--- config.mk ---
export PLATFORM = sky130hd
export DESIGN_NAME = bic_div
export DESIGN_NICKNAME = d
export VERILOG_FILES = /design/src/rtl/bic_pkg.sv /design/src/rtl/bic_div.sv
export SDC_FILE = /design/constraint.sdc
export NUM_CORES = 2
export LEC_CHECK = 0
export BUFFER_PORTS_ARGS = -buffer_cell sky130_fd_sc_hd__buf_2
export CAP_MARGIN = 25
export CORE_ASPECT_RATIO = 1.2
export CORE_MARGIN = 2
export CORE_UTILIZATION = 35
export DETAILED_ROUTE_END_ITERATION = 10
export GPL_TIMING_DRIVEN = 1
export PLACE_DENSITY = 0.56
export SETUP_SLACK_MARGIN = 0.3
export SLEW_MARGIN = 40
export SYNTH_ARGS = -nofsm -noshare
export SYNTH_HDL_FRONTEND = slang
export SYNTH_SLANG_ARGS = --single-unit
--- constraint.sdc ---
create_clock -name clk_i -period 8.9 [get_ports clk_i]
set_input_delay 1.78 -clock clk_i [delete_from_list [all_inputs] [get_ports clk_i]]
set_output_delay 1.78 -clock clk_i [all_outputs]
set_load 0.03 [all_outputs]
--- src/rtl/bic_pkg.sv ---
// bic_pkg: shared types, widths and constants for the box overlap compare unit.
// No dependencies; used by bic_geom, bic_div and box_iou_compare_unit.
package bic_pkg;

  localparam int unsigned COORD_BITS    = 16;
  localparam int unsigned FRACTION_BITS = 16;

  // derived widths
  localparam int unsigned PROD_W  = 2 * COORD_BITS;      // unsigned area / intersection
  localparam int unsigned AREA_W  = 2 * COORD_BITS + 4;  // signed area of box A and union
  localparam int unsigned DEN_W   = 2 * COORD_BITS + 2;  // positive union as divisor
  localparam int unsigned RATIO_W = FRACTION_BITS + 1;

  // pipeline shape
  localparam int unsigned GEOM_STAGES = 5;
  localparam int unsigned DIV_STAGES  = FRACTION_BITS;
  localparam int unsigned PIPE_DEPTH  = GEOM_STAGES + DIV_STAGES + 1;

  // register port
  localparam int unsigned ADDR_W    = 3;
  localparam int unsigned DATA_W    = 32;
  localparam int unsigned REG_IDX_W = ADDR_W - 2;
  localparam logic [REG_IDX_W-1:0] REG_OVERLAP_THRESHOLD = REG_IDX_W'(0);

  localparam logic [RATIO_W-1:0] RATIO_ONE     = {1'b1, {FRACTION_BITS{1'b0}}};
  // 0.1 in fixed point, rounded
  localparam logic [RATIO_W-1:0] THRESH_RESET  =
      RATIO_W'(((2 ** FRACTION_BITS) + 5) / 10);

  typedef struct packed {
    logic signed [COORD_BITS-1:0] a_left;
    logic signed [COORD_BITS-1:0] a_top;
    logic signed [COORD_BITS-1:0] a_right;
    logic signed [COORD_BITS-1:0] a_bottom;
    logic signed [COORD_BITS-1:0] b_origin_x;
    logic signed [COORD_BITS-1:0] b_origin_y;
    logic        [COORD_BITS-2:0] b_width;
    logic        [COORD_BITS-2:0] b_height;
  } box_in_t;

  typedef struct packed {
    logic [RATIO_W-1:0] overlap_ratio;
    logic               above_threshold;
    logic               bad_union;
  } box_out_t;

  // geometry front end to divider
  typedef struct packed {
    logic              sep;   // boxes apart on an axis
    logic              bad;   // union not positive
    logic              sat;   // intersection >= union
    logic [PROD_W-1:0] num;
    logic [DEN_W-1:0]  den;
  } geom_t;

  // divider to output stage
  typedef struct packed {
    logic                     sep;
    logic                     bad;
    logic                     sat;
    logic [FRACTION_BITS-1:0] quot;
  } div_t;

endpackage

--- src/rtl/bic_div.sv ---
// bic_div: pipelined restoring divider, one quotient bit per stage.
// Depends on bic_pkg.
module bic_div (
  input  logic                            clk_i,
  input  logic [bic_pkg::DIV_STAGES-1:0]  en_i,
  input  bic_pkg::geom_t                  geom_i,
  output bic_pkg::div_t                   res_o
);

  localparam int unsigned N      = bic_pkg::DIV_STAGES;
  localparam int unsigned F      = bic_pkg::FRACTION_BITS;
  localparam int unsigned DEN_W  = bic_pkg::DEN_W;
  localparam int unsigned PROD_W = bic_pkg::PROD_W;

  logic [DEN_W-1:0] rem_q  [N];
  logic [DEN_W-1:0] den_q  [N];
  logic [F-1:0]     quot_q [N];
  logic [N-1:0]     sep_q, bad_q, sat_q;

  logic [DEN_W-1:0] rem_in  [N];
  logic [DEN_W-1:0] den_in  [N];
  logic [F-1:0]     quot_in [N];
  logic [N-1:0]     sep_in, bad_in, sat_in;

  for (genvar k = 0; k < N; k++) begin : g_stage
    logic [DEN_W:0] trial;
    logic           take;

    if (k == 0) begin : g_first
      assign rem_in[k]  = {{(DEN_W-PROD_W){1'b0}}, geom_i.num};
      assign den_in[k]  = geom_i.den;
      assign quot_in[k] = '0;
      assign sep_in[k]  = geom_i.sep;
      assign bad_in[k]  = geom_i.bad;
      assign sat_in[k]  = geom_i.sat;
    end else begin : g_next
      assign rem_in[k]  = rem_q[k-1];
      assign den_in[k]  = den_q[k-1];
      assign quot_in[k] = quot_q[k-1];
      assign sep_in[k]  = sep_q[k-1];
      assign bad_in[k]  = bad_q[k-1];
      assign sat_in[k]  = sat_q[k-1];
    end

    assign trial = {rem_in[k], 1'b0};
    assign take  = trial >= {1'b0, den_in[k]};

    always_ff @(posedge clk_i) begin
      if (en_i[k]) begin
        rem_q[k]  <= take ? DEN_W'(trial - {1'b0, den_in[k]}) : trial[DEN_W-1:0];
        den_q[k]  <= den_in[k];
        quot_q[k] <= {quot_in[k][F-2:0], take};
        sep_q[k]  <= sep_in[k];
        bad_q[k]  <= bad_in[k];
        sat_q[k]  <= sat_in[k];
      end
    end
  end

  assign res_o.sep  = sep_q[N-1];
  assign res_o.bad  = bad_q[N-1];
  assign res_o.sat  = sat_q[N-1];
  assign res_o.quot = quot_q[N-1];

endmodule

Yosys cells after proc, flatten, opt, wreduce, memory -nomap -nowiden
Memories as Yosys holds them, arrays and structs flattened.
Cells that the tools add are included.
W data, S select, Z words.
{"block": "totals", "reg_bits": 48, "mem_bits_rw": 1344, "inputBits": 86, "word_cells": 131, "n_memories": 3}
{"memory": "den_q", "words": 16, "width": 34, "rd": 15, "rd_ports_with_merged_regs": 0, "wr": 16, "line_no": "bic_div.sv:16", "source": "logic [DEN_W-1:0] den_q [N];"}
{"memory": "rem_q", "words": 16, "width": 34, "rd": 15, "rd_ports_with_merged_regs": 0, "wr": 16, "line_no": "bic_div.sv:15", "source": "logic [DEN_W-1:0] rem_q [N];"}
{"memory": "quot_q", "words": 16, "width": 16, "rd": 16, "rd_ports_with_merged_regs": 0, "wr": 16, "line_no": "bic_div.sv:17", "source": "logic [F-1:0] quot_q [N];"}
{"block": "op_classes", "add_sub_neg": 16, "n_lt_le_gt_ge": 16, "muxes": 48}
{"op": "$mux W34", "n": 16}
{"op": "$ge A35 B34 Y1", "n": 15}
{"op": "$sub A34 B34 Y34", "n": 15}
{"op": "$ge A33 B34 Y1", "n": 1}
{"op": "$sub A33 B34 Y34", "n": 1}
{"op": "$mux W1", "n": 32}

Depth between registers and ports, before layout
An unclocked memory read counts as a cell.
{"block": "logic_depth", "ltp_word": 3, "mapped_depth": 15, "mapped_depth_nobuf": 13}

Worst setup path after synthesis
OpenSTA, ideal clock, no wires.
{"block": "synth_timing", "kind": "input to register", "startpoint": "input geom_i[4] (netlist bit)", "endpoint": "memory rem_q[0][25] (netlist bit) (data pin)", "setup_ns": 0.267, "arrival_ns": 4.348, "setup_slack_ns": 4.285, "cell_stages": 13, "n_path_buf": 1, "cell_sequence": "inv_1 ha_1 a21o_1 a21oi_1 a21oi_1 or3_1 a31oi_2 o21ai_1 a211oi_1 nor3_1 a22oi_2 clkbuf_1 o21ai_0"}
{"item": "start: declaration", "line_no": "bic_div.sv:6", "source": "input bic_pkg::geom_t geom_i,"}
{"item": "end: declaration", "line_no": "bic_div.sv:15"}

==> key figures <==
Route
  – First drt pass iteration count: 6
  – Vias per cell: approximately 5
  – DR WL/cell: around 16 µm
  – WL final: 150,000 µm
  – 1st-iter DRT viols: a little over 2k
  – Via count: 45.6k
  – DRC: 0
  – Post-route antenna net violation count: 0

Cells and area
  – Final std cells w/o fill: 9,194
  – Ratio of cells with drive above 1 in the final layout: 7.84%
  – Sequential Area: ~36,000 µm²
  – # fillers: 19.0k
  – Area grow syn2layout: 11.6%
  – Nets: 7,107
  – Design Area, Final: 77,700 µm²
  – Diode count: 0
  – Multi-input gate area: 30,400 µm²

Clock network
  – Setup bufs post-CTS: 0
  – TritonCTS clock tree: yes
  – Cell at the root of the clock tree: clkbuf_16
  – Clock Latency Late Sink: ~0.80 ns
  – CTS Buf Count: around 140
  – Clk slew on worst S/H paths: 0.06 ns
  – Clk buf depth: 3
  – PostCTS Resize Cnt: 0
  – Clock sinks: about 1.2k
  – H-tree levels: 4
  – Hold Buf Count CTS: 0

Power and ir drop
  – Reg power frac: 33.9%
  – Maximum VDD drop: 0.232 mV
  – Pleak: 0.0319 µW
  – Int Power: 16,800 µW
  – Clock Power Share: 20.3%
  – Sw frac: 37.4%
  – Power density cells: 346 nW/µm²
  – Combinational Power Share: 45.8%
  – Switching power: roughly 10,000 µW
  – Total power draw: 26,900 µW

STA
  – Fmax: 205 MHz
  – Worst clock skew: 0.0369 ns
  – Final setup fails: 0
  – Setup TNS: 0 ns
  – Period utilization: 54.8%
  – Fin. Hold Viols: 0
  – Slew @ Worst Pin: approximately 0.91 ns
  – RSZ-0062 raised after global routing: no
  – Min Clock Period, post-route: 4.87 ns
  – Slew HR: 38.7%
  – Slew Viols, Final: 0

Logic synthesis
  – Post-synth EDFFs: 1,204
  – Synth area leader: edfxtp_1
  – Asr flop ratio synth: 0%
  – Most used DFF post-synth: edfxtp_1
  – Register area share after synthesis: between 50 and 60%
  – List of most frequent post-synthesis cells: edfxtp_1 (1,204), inv_1 (670), a21oi_1 (566), ha_1 (542), nand2_1 (441)
  – Synthesized cell area: ~70,000 µm²
  – Syn nets: 6,986
  – Area fraction of the dominant cell type after synthesis: 51.9%
  – Mapped Cells: about 6.3k
  – Count leader, synth: edfxtp_1
  – Unique masters post-synth: 98
  – Syn avg cell area: 11.0 µm²
  – Yosys warnings: 0
  – Synth area leaders: edfxtp_1 (52%), ha_1 (9.7%), a21oi_1 (4.1%)
  – Yosys reg bits: 1,204

Flow run
  – Max-Cap Viols: 0

Setup path
  – Worst path cell trace: buf_2 > inv_1 > ha_1 > a21o_1 > a21oi_1 > a21oi_1 > or3_1 > a31oi_2 > o21ai_1 > a211oi_1 > nor3_1 > a22oi_2 > buf_4 > mux2_2
  – Slowest stage delay, CP: 0.49 ns
  – Kind of critical path: input pin to flop
  – Maximum net fanout on the critical path: 64
  – Worst Path Required: 9.44 ns
  – Crit path DAT: around 5.4 ns
  – Slowest CP cell: buf_4
  – Worst setup SP type: input pin
  – Worst Setup End Kind: flop
  – Worst path most repeated cell: a21oi_1

Placed design
  – Placed Cells: between 8k and 9k
  – Post-placement cell area: 73,200 µm²
  – Final Wtd Congestion: 0.914
  – Post-DP HPWL: 119,000 µm
  – Port bufs: 104

Global routing
  – Vias in the first global route: 47.6k
  – GRT overflow: 0
  – Initial antenna violation count: 0
  – Largest net degree at the start of global routing: a little under 70
  – GRT Total Usage: 14.8%
  – First-pass GRT wire length: about 240,000 µm

Floorplanning
  – Ports: 105
  – Core area: between 150,000 and 200,000 µm²
  – Die W: 411 µm
  – Row cnt: 179
  – Die Footprint: 202,000 µm²
  – Starting Density: 35.2%
  – Die height: 493 µm

Worst hold path
  – Hold crit path type: flop to flop

Status
  – Status: finished clean
## state kept, by name (all words and copies together), names as in the netlist
register / flops
res_o: 3
sep_in: 15
bad_in: 15
den_q: 510
sat_in: 15
quot_q: 136
rem_q: 510
## layout by cell type (no fill, tap or decap), types with 65 or more instances in the layout
cell / Yosys / layout
a21o_1: 301 / 300
a21oi_1: 566 / 565
buf_2: 31 / 92
clkbuf_16: 0 / 140
edfxtp_1: 1204 / 1204
ha_1: 542 / 542
inv_1: 670 / 670
mux2_2: 85 / 85
nand2_1: 441 / 441
nand3_1: 114 / 112
nand4_1: 80 / 80
nor2_1: 396 / 395
nor2b_1: 67 / 67
nor3_1: 80 / 75
o21a_1: 65 / 65
o21ai_0: 401 / 401
o21bai_1: 81 / 80
xnor2_1: 256 / 256
xor2_1: 186 / 186
## worst paths after layout
path	startpoint	endpoint	slack (ns)	cells after the start
worst max-delay path	geom_i[4]	rem_q[0][8]	4.03	14
worst min-delay path	quot_q[4][0]	quot_q[5][1]	0.40	0
worst max register to register	den_q[0][137]	rem_q[0][174]	4.37	14
worst min register to register	quot_q[4][0]	quot_q[5][1]	0.40	0
## metrics by stage
step                utilization, %  hold WS, ns  setup WS, ns
finish                        39.2        0.402          4.03
global route                  39.2        0.394          3.89
CTS                           39.2        0.394          4.14
detailed placement            37.0        0.405          3.24
global placement              36.9        0.403          3.28
floorplan                        -        0.400          4.28
## cell families after synthesis
| family | count (synthesis) | synth area share, % |
|---|---|---|
| buffers and inverters | 834 | 4.61 |
| AO/OA/AOI/OAI | 1756 | 15.8 |
| AND/OR/NAND/NOR | 1402 | 9.41 |
| flip-flops | 1204 | 51.9 |
| adder cells (fa/ha/maj) | 557 | 10.2 |
| multiplexers | 148 | 2.53 |
| XOR/XNOR | 442 | 5.56 |
## routing by layer
layer / share of wire, % / wire (µm) / global-route usage [%] / vias up
li1: - / - / - / 23346
met1: 35 / 53100 / 13.7 / 21148
met2: 56 / 84000 / 29.8 / 729
met3: 2.6 / 3840 / 2.09 / 426
met4: 6.2 / 9390 / 9.10 / 0
met5: 0 / 0 / 0 / -
## power by group through the flow
stage | Combinational, µW | Clock, µW | Sequential, µW
4_1_cts | 12300 | 5670 | 9110
2_1_floorplan | 9580 | 0 | 8950
3_3_place_gp | 12100 | 0 | 9200
5_1_grt | 13800 | 5910 | 9270
6_report | 12300 | 5470 | 9110
3_5_place_dp | 12300 | 0 | 9220
## final cells by class
| type | instances | area share [%] |
|---|---|---|
| tap | 2624 | 4.23 |
| clock buffer | 167 | 4.64 |
| inverter | 673 | 3.25 |
| clock inverter | 80 | 1.10 |
| timing repair buffer | 141 | 1.10 |
| sequential | 1204 | 46.6 |
| multi-input combinational | 4305 | 39.1 |
## worst max-delay path: cells and delay by family
kind,cells,cell delay (ns)
buffers and inverters,3,0.62
AO/OA/AOI/OAI,7,1.64
adder cells (fa/ha/maj),1,0.34
multiplexers,1,0.40
AND/OR/NAND/NOR,2,0.59
(Power assumes the default switching activity.)
