$ cat src/rtl/bic_pkg.sv
// bic_pkg: shared types, widths and constants for the box overlap compare unit.
// No dependencies; used by bic_geom, bic_div and box_iou_compare_unit.
package bic_pkg;

  localparam int unsigned COORD_BITS    = 16;
  localparam int unsigned FRACTION_BITS = 16;

  // derived widths
  localparam int unsigned PROD_W  = 2 * COORD_BITS;      // unsigned area / intersection
  localparam int unsigned AREA_W  = 2 * COORD_BITS + 4;  // signed area of box A and union
  localparam int unsigned DEN_W   = 2 * COORD_BITS + 2;  // positive union as divisor
  localparam int unsigned RATIO_W = FRACTION_BITS + 1;

  // pipeline shape
  localparam int unsigned GEOM_STAGES = 5;
  localparam int unsigned DIV_STAGES  = FRACTION_BITS;
  localparam int unsigned PIPE_DEPTH  = GEOM_STAGES + DIV_STAGES + 1;

  // register port
  localparam int unsigned ADDR_W    = 3;
  localparam int unsigned DATA_W    = 32;
  localparam int unsigned REG_IDX_W = ADDR_W - 2;
  localparam logic [REG_IDX_W-1:0] REG_OVERLAP_THRESHOLD = REG_IDX_W'(0);

  localparam logic [RATIO_W-1:0] RATIO_ONE     = {1'b1, {FRACTION_BITS{1'b0}}};
  // 0.1 in fixed point, rounded
  localparam logic [RATIO_W-1:0] THRESH_RESET  =
      RATIO_W'(((2 ** FRACTION_BITS) + 5) / 10);

  typedef struct packed {
    logic signed [COORD_BITS-1:0] a_left;
    logic signed [COORD_BITS-1:0] a_top;
    logic signed [COORD_BITS-1:0] a_right;
    logic signed [COORD_BITS-1:0] a_bottom;
    logic signed [COORD_BITS-1:0] b_origin_x;
    logic signed [COORD_BITS-1:0] b_origin_y;
    logic        [COORD_BITS-2:0] b_width;
    logic        [COORD_BITS-2:0] b_height;
  } box_in_t;

  typedef struct packed {
    logic [RATIO_W-1:0] overlap_ratio;
    logic               above_threshold;
    logic               bad_union;
  } box_out_t;

  // geometry front end to divider
  typedef struct packed {
    logic              sep;   // boxes apart on an axis
    logic              bad;   // union not positive
    logic              sat;   // intersection >= union
    logic [PROD_W-1:0] num;
    logic [DEN_W-1:0]  den;
  } geom_t;

  // divider to output stage
  typedef struct packed {
    logic                     sep;
    logic                     bad;
    logic                     sat;
    logic [FRACTION_BITS-1:0] quot;
  } div_t;

endpackage

$ cat src/rtl/bic_geom.sv
// bic_geom: five-stage front end; separation test, intersection and areas, union.
// Depends on bic_pkg.
module bic_geom (
  input  logic                                clk_i,
  input  logic [bic_pkg::GEOM_STAGES-1:0]     en_i,
  input  bic_pkg::box_in_t                    box_i,
  output bic_pkg::geom_t                      geom_o
);

  localparam int unsigned C      = bic_pkg::COORD_BITS;
  localparam int unsigned PROD_W = bic_pkg::PROD_W;
  localparam int unsigned AREA_W = bic_pkg::AREA_W;
  localparam int unsigned DEN_W  = bic_pkg::DEN_W;

  // ---- stage 1: far edges of B, separation, overlap edges, A size ----
  logic signed [C:0]   al_w, at_w, ar_w, ab_w, bx_w, by_w, bx2_w, by2_w;
  logic signed [C+1:0] aw_w, ah_w;
  logic                sep_w;

  assign al_w  = (C+1)'(box_i.a_left);
  assign at_w  = (C+1)'(box_i.a_top);
  assign ar_w  = (C+1)'(box_i.a_right);
  assign ab_w  = (C+1)'(box_i.a_bottom);
  assign bx_w  = (C+1)'(box_i.b_origin_x);
  assign by_w  = (C+1)'(box_i.b_origin_y);
  assign bx2_w = bx_w + $signed({2'b00, box_i.b_width});
  assign by2_w = by_w + $signed({2'b00, box_i.b_height});
  assign sep_w = (al_w > bx2_w) || (bx_w > ar_w) || (at_w > by2_w) || (by_w > ab_w);
  assign aw_w  = (C+2)'(ar_w) - (C+2)'(al_w) + (C+2)'(1);
  assign ah_w  = (C+2)'(ab_w) - (C+2)'(at_w) + (C+2)'(1);

  logic                sep1_q;
  logic signed [C:0]   xa1_q, ya1_q, xb1_q, yb1_q;
  logic signed [C+1:0] aw1_q, ah1_q;
  logic [C-1:0]        bw1_q, bh1_q;

  always_ff @(posedge clk_i) begin
    if (en_i[0]) begin
      sep1_q <= sep_w;
      xa1_q  <= (al_w > bx_w)  ? al_w : bx_w;
      ya1_q  <= (at_w > by_w)  ? at_w : by_w;
      xb1_q  <= (ar_w < bx2_w) ? ar_w : bx2_w;
      yb1_q  <= (ab_w < by2_w) ? ab_w : by2_w;
      aw1_q  <= aw_w;
      ah1_q  <= ah_w;
      bw1_q  <= {1'b0, box_i.b_width} + C'(1);
      bh1_q  <= {1'b0, box_i.b_height} + C'(1);
    end
  end

  // ---- stage 2: clamped intersection extents ----
  logic signed [C+1:0] dx_w, dy_w;
  assign dx_w = (C+2)'(xb1_q) - (C+2)'(xa1_q) + (C+2)'(1);
  assign dy_w = (C+2)'(yb1_q) - (C+2)'(ya1_q) + (C+2)'(1);

  logic                sep2_q;
  logic [C-1:0]        iw2_q, ih2_q, bw2_q, bh2_q;
  logic signed [C+1:0] aw2_q, ah2_q;

  always_ff @(posedge clk_i) begin
    if (en_i[1]) begin
      sep2_q <= sep1_q;
      // inverted axis clamps to zero; otherwise width <= B size
      iw2_q  <= dx_w[C+1] ? '0 : dx_w[C-1:0];
      ih2_q  <= dy_w[C+1] ? '0 : dy_w[C-1:0];
      aw2_q  <= aw1_q;
      ah2_q  <= ah1_q;
      bw2_q  <= bw1_q;
      bh2_q  <= bh1_q;
    end
  end

  // ---- stage 3: the three products ----
  logic                     sep3_q;
  logic [PROD_W-1:0]        inter3_q, areab3_q;
  logic signed [AREA_W-1:0] areaa3_q;

  always_ff @(posedge clk_i) begin
    if (en_i[2]) begin
      sep3_q   <= sep2_q;
      inter3_q <= iw2_q * ih2_q;
      areab3_q <= bw2_q * bh2_q;
      areaa3_q <= aw2_q * ah2_q;
    end
  end

  // ---- stage 4: union ----
  logic                     sep4_q;
  logic [PROD_W-1:0]        inter4_q;
  logic signed [AREA_W-1:0] uni4_q;

  always_ff @(posedge clk_i) begin
    if (en_i[3]) begin
      sep4_q   <= sep3_q;
      inter4_q <= inter3_q;
      uni4_q   <= areaa3_q
                + $signed({{(AREA_W-PROD_W){1'b0}}, areab3_q})
                - $signed({{(AREA_W-PROD_W){1'b0}}, inter3_q});
    end
  end

  // ---- stage 5: classify, hand off to divider ----
  logic                     uni_bad_w;
  logic signed [AREA_W-1:0] inter_ext_w;
  assign uni_bad_w   = uni4_q[AREA_W-1] || (uni4_q == '0);
  assign inter_ext_w = $signed({{(AREA_W-PROD_W){1'b0}}, inter4_q});

  bic_pkg::geom_t geom5_q;

  always_ff @(posedge clk_i) begin
    if (en_i[4]) begin
      geom5_q.sep <= sep4_q;
      geom5_q.bad <= !sep4_q && uni_bad_w;
      geom5_q.sat <= inter_ext_w >= uni4_q;
      geom5_q.num <= inter4_q;
      geom5_q.den <= uni4_q[DEN_W-1:0];
    end
  end

  assign geom_o = geom5_q;

endmodule

$ cat config.mk
export PLATFORM = sky130hd
export DESIGN_NAME = bic_geom
export DESIGN_NICKNAME = d
export VERILOG_FILES = /design/src/rtl/bic_pkg.sv /design/src/rtl/bic_geom.sv
export SDC_FILE = /design/constraint.sdc
export NUM_CORES = 2
export LEC_CHECK = 0
export ABC_AREA = 1
export ABC_CLOCK_PERIOD_IN_PS = 5800
export BUFFER_PORTS_ARGS = -buffer_cell sky130_fd_sc_hd__buf_2
export CORE_MARGIN = 1
export CORE_UTILIZATION = 59
export CTS_CLUSTER_DIAMETER = 60
export CTS_CLUSTER_SIZE = 28
export DETAILED_ROUTE_END_ITERATION = 16
export PLACE_DENSITY = 0.88
export SLEW_MARGIN = 40
export SYNTH_ARGS = -nofsm -noshare
export SYNTH_HDL_FRONTEND = slang
export SYNTH_SLANG_ARGS = --single-unit
$ cat constraint.sdc
create_clock -name clk_i -period 5.8 [get_ports clk_i]
set_input_delay 1.16 -clock clk_i [delete_from_list [all_inputs] [get_ports clk_i]]
set_output_delay 1.16 -clock clk_i [all_outputs]
set_load 0.02 [all_outputs]
* Yosys cells after proc, flatten, opt, wreduce, memory -nomap -nowiden *
Index checks and enable logic that the tools add are counted.

storage, ports and cells
  flip-flop bits (word level) = 477
  input bits = 132
  output and inout bits = 69

operators by class
  $add $sub $neg = 14
  multipliers = 3
  $lt $le $gt $ge = 9
  mux-type cells = 4
  reduce and logical (&&, ||, !) cells = 7

operator list
  cell                                           count
  two-way mux 17 bit                             4
  greater-than comparator 16 bit                 4
  multiplier 16 x 16 -> 32 bit                   2
  adder 17 x 2 -> 18 bit, second input constant  2
  adder 18 x 2 -> 18 bit, second input constant  2
  adder 36 x 33 -> 36 bit                        1
  greater-or-equal comparator 33 x 36 -> 1 bit   1
  logical NOT 36 bit                             1
  multiplier 18 x 18 -> 36 bit                   1
  subtractor 17 x 17 -> 18 bit                   2
  subtractor 36 x 33 -> 36 bit                   1
  adder 16 x 16 -> 17 bit                        2
  greater-than comparator 16 x 17 -> 1 bit       2
  less-than comparator 16 x 17 -> 1 bit          2
  subtractor 16 x 16 -> 17 bit                   2
  adder 15 x 1 -> 16 bit, second input constant  2
  logical OR 1 bit                               4
  logical AND 1 bit                              1
  logical NOT 1 bit                              1

* Longest topological paths before layout *
  depth after elaboration = 5
  mapped depth = 28
  depth with buffers taken out = 26

* Worst setup path after synthesis *
OpenSTA, ideal clock, no wires.

  path kind = register to register
  from = register ah2_q[4]
  to = register areaa3_q[29], data pin
  data arrival time = 5.640 ns
  data required time = 5.547 ns
  slack = -0.093 ns
  stages on the path, launching flop included = 23
  period minus slack after synthesis = 5.893 ns
  cells stage by stage = edfxtp_1 -> clkbuf_1 -> clkbuf_1 -> nand2_1 -> fa_1 -> inv_1 -> fa_1 -> inv_1 -> fa_1 -> fa_1 -> inv_1 -> fa_1 -> inv_1 -> fa_1 -> inv_1 -> ha_1 -> nand2_1 -> inv_1 -> a21boi_0 -> a21boi_0 -> nand3_1 -> nand2_1 -> nand2_1

on the way
  cells in the longest elaborated chain, start to end = 1

RTL lines
  item                          RTL line        source
  start: declaration            bic_geom.sv:58  logic signed [C+1:0] aw2_q, ah2_q;
  start signal: assignment      bic_geom.sv:67  ah2_q <= ah1_q;
  multiplier 18 x 18 -> 36 bit  bic_geom.sv:83  areaa3_q <= aw2_q * ah2_q;
  end signal: assignment        bic_geom.sv:83
  end: declaration              bic_geom.sv:76  logic signed [AREA_W-1:0] areaa3_q;

Every way passes these cells.
A chain may end at the register's enable or synchronous reset.

* Final worst setup path *
  from = register ih2_q[4]
  to = register inter3_q[27], data pin

on the way
  cells in the longest elaborated chain, start to end = 1

RTL lines
  item                          RTL line        source
  start: declaration            bic_geom.sv:57  logic [C-1:0] iw2_q, ih2_q, bw2_q, bh2_q;
  start signal: assignment      bic_geom.sv:65  ih2_q <= dy_w[C+1] ? '0 : dy_w[C-1:0];
  multiplier 16 x 16 -> 32 bit  bic_geom.sv:81  inter3_q <= iw2_q * ih2_q;
  end signal: assignment        bic_geom.sv:81
  end: declaration              bic_geom.sv:75  logic [PROD_W-1:0] inter3_q, areab3_q;

Every way passes these cells.

==> flow_metrics.env <==
export IMPL_hpwlAfterDp_mm=134
export IMPL_rrSetupSlack_ps=20
export IMPL_hold_class="reg -> reg"
export IMPL_cts_tree="yes"
export IMPL_crit_path_max_fanout=8
export IMPL_fin_skew_ps=29.5
export IMPL_vias_per_cell=5.62
export IMPL_insertion_delay_ps=600
export IMPL_synth_seq_cells=475
export IMPL_synthesis_area_um2=60300
export IMPL_use_met2=0.528
export IMPL_nets=9030
export IMPL_endpoint_kind="register"
export IMPL_met3_usage=0.0570
export IMPL_drt_wl_total_mm=168
export IMPL_start_kind="register"
export IMPL_synth_edf_count=475
export IMPL_pre_cts_ws_ps=-131
export IMPL_core_um2=101000
export IMPL_syn_area_per_cell_um2=8.41
export IMPL_timing_rr_start="ih2_q[4]"
export IMPL_timing_final_ws_setup_ps=18.1
export IMPL_postCtsHoldBufs=0
export IMPL_final_cells=8870
export IMPL_busiest_layer="met2"
export IMPL_path_clk_slew_ps=90
export IMPL_grt_max_degree=70
export IMPL_cpMaxStageDelayCell="fa_1"
export IMPL_use_met1=0.382
export IMPL_cts_sinks=475
export IMPL_reg2reg_depth=21
export IMPL_placedCellCount=8692
export IMPL_clk_path_buf_depth=3
export IMPL_worstHoldStart="bh1_q[11]"
export IMPL_wire_per_inst_um=18.9
export IMPL_crit_type="reg -> reg"
export IMPL_netlist_instances=7165
export IMPL_ys_async_sr_fraction=0
export IMPL_ys_warn_count=0
export IMPL_grt_pass1_vias=50500
export IMPL_required_ps=6170
export IMPL_drc=0
export IMPL_cp_buffers_inverters=7
export IMPL_crit_family="adder cells"
export IMPL_finalCritPeriodShare=0.997
export IMPL_gp_congestion=1.04
export IMPL_finalHoldViolCount=0
export IMPL_numCtsBuffers=38
export IMPL_slowest_delay_ps=570
export IMPL_worst_pin_slew_ps=777
export IMPL_max_slew_margin=0.482
export IMPL_die_h_um=322
export IMPL_clock_fmax_mhz=173
export IMPL_antenna_left=0
export IMPL_fp_dieW_um=322
export IMPL_path_depth=21
export IMPL_synth_flop_cell="edfxtp_1"
export IMPL_io_buffers=200
export IMPL_critical_path_cell_chain="nand2_1, inv_1, fa_1, inv_1, fa_1, fa_1, inv_1, fa_2, fa_1, inv_1, fa_1, inv_1, ha_2, nand2_1, nor2_1, inv_1, nor3_2, nand3_1, nand4_1, xor2_1, buf_4"
export IMPL_layout_commonest_cell="inv_1"
export IMPL_nFillCells=7498
export IMPL_via_count=49800
export IMPL_arrival_ps=6150
export IMPL_drive_above_1_share=0.100
export IMPL_ctsHtreeMaxLevel=2
export IMPL_antenna_found_initial=4
export IMPL_syn_nets=8713
export IMPL_dr_pass1_iters=8
export IMPL_boundaryPins=201
export IMPL_cap_violations=0
export IMPL_track_usage=0.315
export IMPL_dieArea_um2=103000
export IMPL_rr_endpoint="inter3_q[27]"
export IMPL_slew_viol_final=0
export IMPL_initial_core_util=0.598
export IMPL_grt_overflow=0
export IMPL_rsz0062_at_grt="true"
export IMPL_ctsRootBufferMaster="clkbuf_16"
export IMPL_min_path_cells=0
export IMPL_finalCoreUtilization=0.665
export IMPL_synth_cell_types=53
export IMPL_final_cell_mix="inv_1 (1852), nand2_1 (1683), fa_1 (743)"
export IMPL_critPathMostFrequentCell="inv_1"
export IMPL_core_rowCount=116
export IMPL_hold_path_end="bh2_q[11]"
export IMPL_grt_pass1_wl_mm=257
export IMPL_drt_iter0_drc=4629
export IMPL_setup_viol=0
export IMPL_ys_seq_area_frac=0.237
export IMPL_fin_crit_ps=5780
export IMPL_area_delta_synth_final_pct=11.1
export IMPL_outcome="complete, no violations"
[worst reg2reg max path: stages (launching register included)]
cell and delay, ps:
edfxtp_1 560, nand2_1 150, inv_1 60, fa_1 560
inv_1 70, fa_1 510, fa_1 570, inv_1 90
fa_2 470, fa_1 490, inv_1 60, fa_1 500
inv_1 70, ha_2 380, nand2_1 100, nor2_1 150
inv_1 90, nor3_2 190, nand3_1 120, nand4_1 130
xor2_1 90, buf_4 150
[cell usage after synthesis, drive strengths merged (3+ instances only)]
cell / n / area [µm²]
inv: 1859 / 6980
nand2: 1706 / 6440
fa: 755 / 15100
ha: 661 / 8270
edfxtp: 475 / 14300
nor2: 335 / 1260
a21oi: 280 / 1400
nand3: 244 / 1230
clkbuf: 197 / 739
xor2: 151 / 1320
o21ai: 131 / 663
nand4: 78 / 500
nor3: 47 / 245
xnor2: 42 / 368
o21bai: 40 / 300
a21o: 26 / 196
nand3b: 19 / 143
a31oi: 18 / 113
buf: 16 / 110
a21boi: 15 / 113
o21a: 13 / 97.6
or2: 13 / 81.3
nor4: 9 / 56.3
o211ai: 6 / 50.1
o31ai: 6 / 50.1
and2: 4 / 26.3
and3: 4 / 25.0
a211oi: 3 / 22.5
o2111ai: 3 / 26.3
[per-stage QoR]
stage / cell area, µm² / hold slack [ps] / TNS (ps)
floorplan: 60300 / 400 / 0
global placement: 63700 / 401 / -150
detailed placement: 63700 / 405 / -914
CTS: 65400 / 420 / 0
global route: 67000 / 427 / -3030
finish: 67000 / 420 / 0
[state kept, by name, indices dropped and copies added, names as in the netlist, 16 cells and up]
name and cells:
aw2_q 18, ih2_q 16, iw2_q 16, yb1_q 17, uni4_q 36, aw1_q 18
inter4_q 32, areab3_q 32, bw1_q 16, xa1_q 16, areaa3_q 36, bw2_q 16
ya1_q 16, geom_o 69, ah2_q 18, inter3_q 32, ah1_q 18, bh2_q 16
xb1_q 17, bh1_q 16
[layout make-up]
| class | count | area (µm²) | share of cell area |
|---|---|---|---|
| clock buffer | 41 | 1030 | 0.0153 |
| multi-input combinational | 4617 | 38900 | 0.581 |
| antenna | 1 | 2.50 | 0.0000374 |
| sequential | 475 | 14300 | 0.213 |
| inverter | 1860 | 6980 | 0.104 |
| tap | 1357 | 1700 | 0.0254 |
| timing repair buffer | 490 | 3590 | 0.0536 |
| clock inverter | 29 | 469 | 0.00701 |
[cell families (layout without fill, tap and decap cells)]
family                     after synthesis  after routing  share of synthesized area
AOI/OAI and AO/OA                      548            548                     0.0514
xor gates and xnor gates               193            193                     0.0280
adders and majority gates             1416           1416                      0.388
buffers and inverters                 2073           2420                      0.130
DFF                                    475            475                      0.237
other                                    0              1                          0
and+or+nand+nor                       2460           2460                      0.166
[routing by layer]
metal / routed length, µm / vias to the layer above / part of all wire
li1: - / 22400 / -
met1: 60500 / 23500 / 0.36
met2: 78700 / 3048 / 0.47
met3: 16500 / 813 / 0.098
met4: 12000 / 8 / 0.072
met5: 48 / - / 0.00029
[repair_timing]
action | 4_1_cts | 5_1_grt
resized for setup | 8 | 205
hold endpoints to repair | 0 | 0
endpoints found under the setup margin | 14 | 53
buffers inserted | 21 | 84
pin swaps | 1 | 21
cloned | 0 | 1
[how the worst max path moves through the flow]
stage / slack (ps) / start / endpoint
3_5_place_dp: -130 / aw2_q[17] / areaa3_q[29]
2_1_floorplan: 70 / ah2_q[5] / areaa3_q[29]
3_3_place_gp: -70 / ah2_q[8] / areaa3_q[21]
5_1_grt: -200 / aw2_q[17] / areaa3_q[35]
6_report: 20 / ih2_q[4] / inter3_q[27]
4_1_cts: 6 / aw2_q[10] / areaa3_q[23]
Power is left out: the tool's default activity adds up to more than one toggle a clock period on the data nets, which glitch-free logic cannot reach.
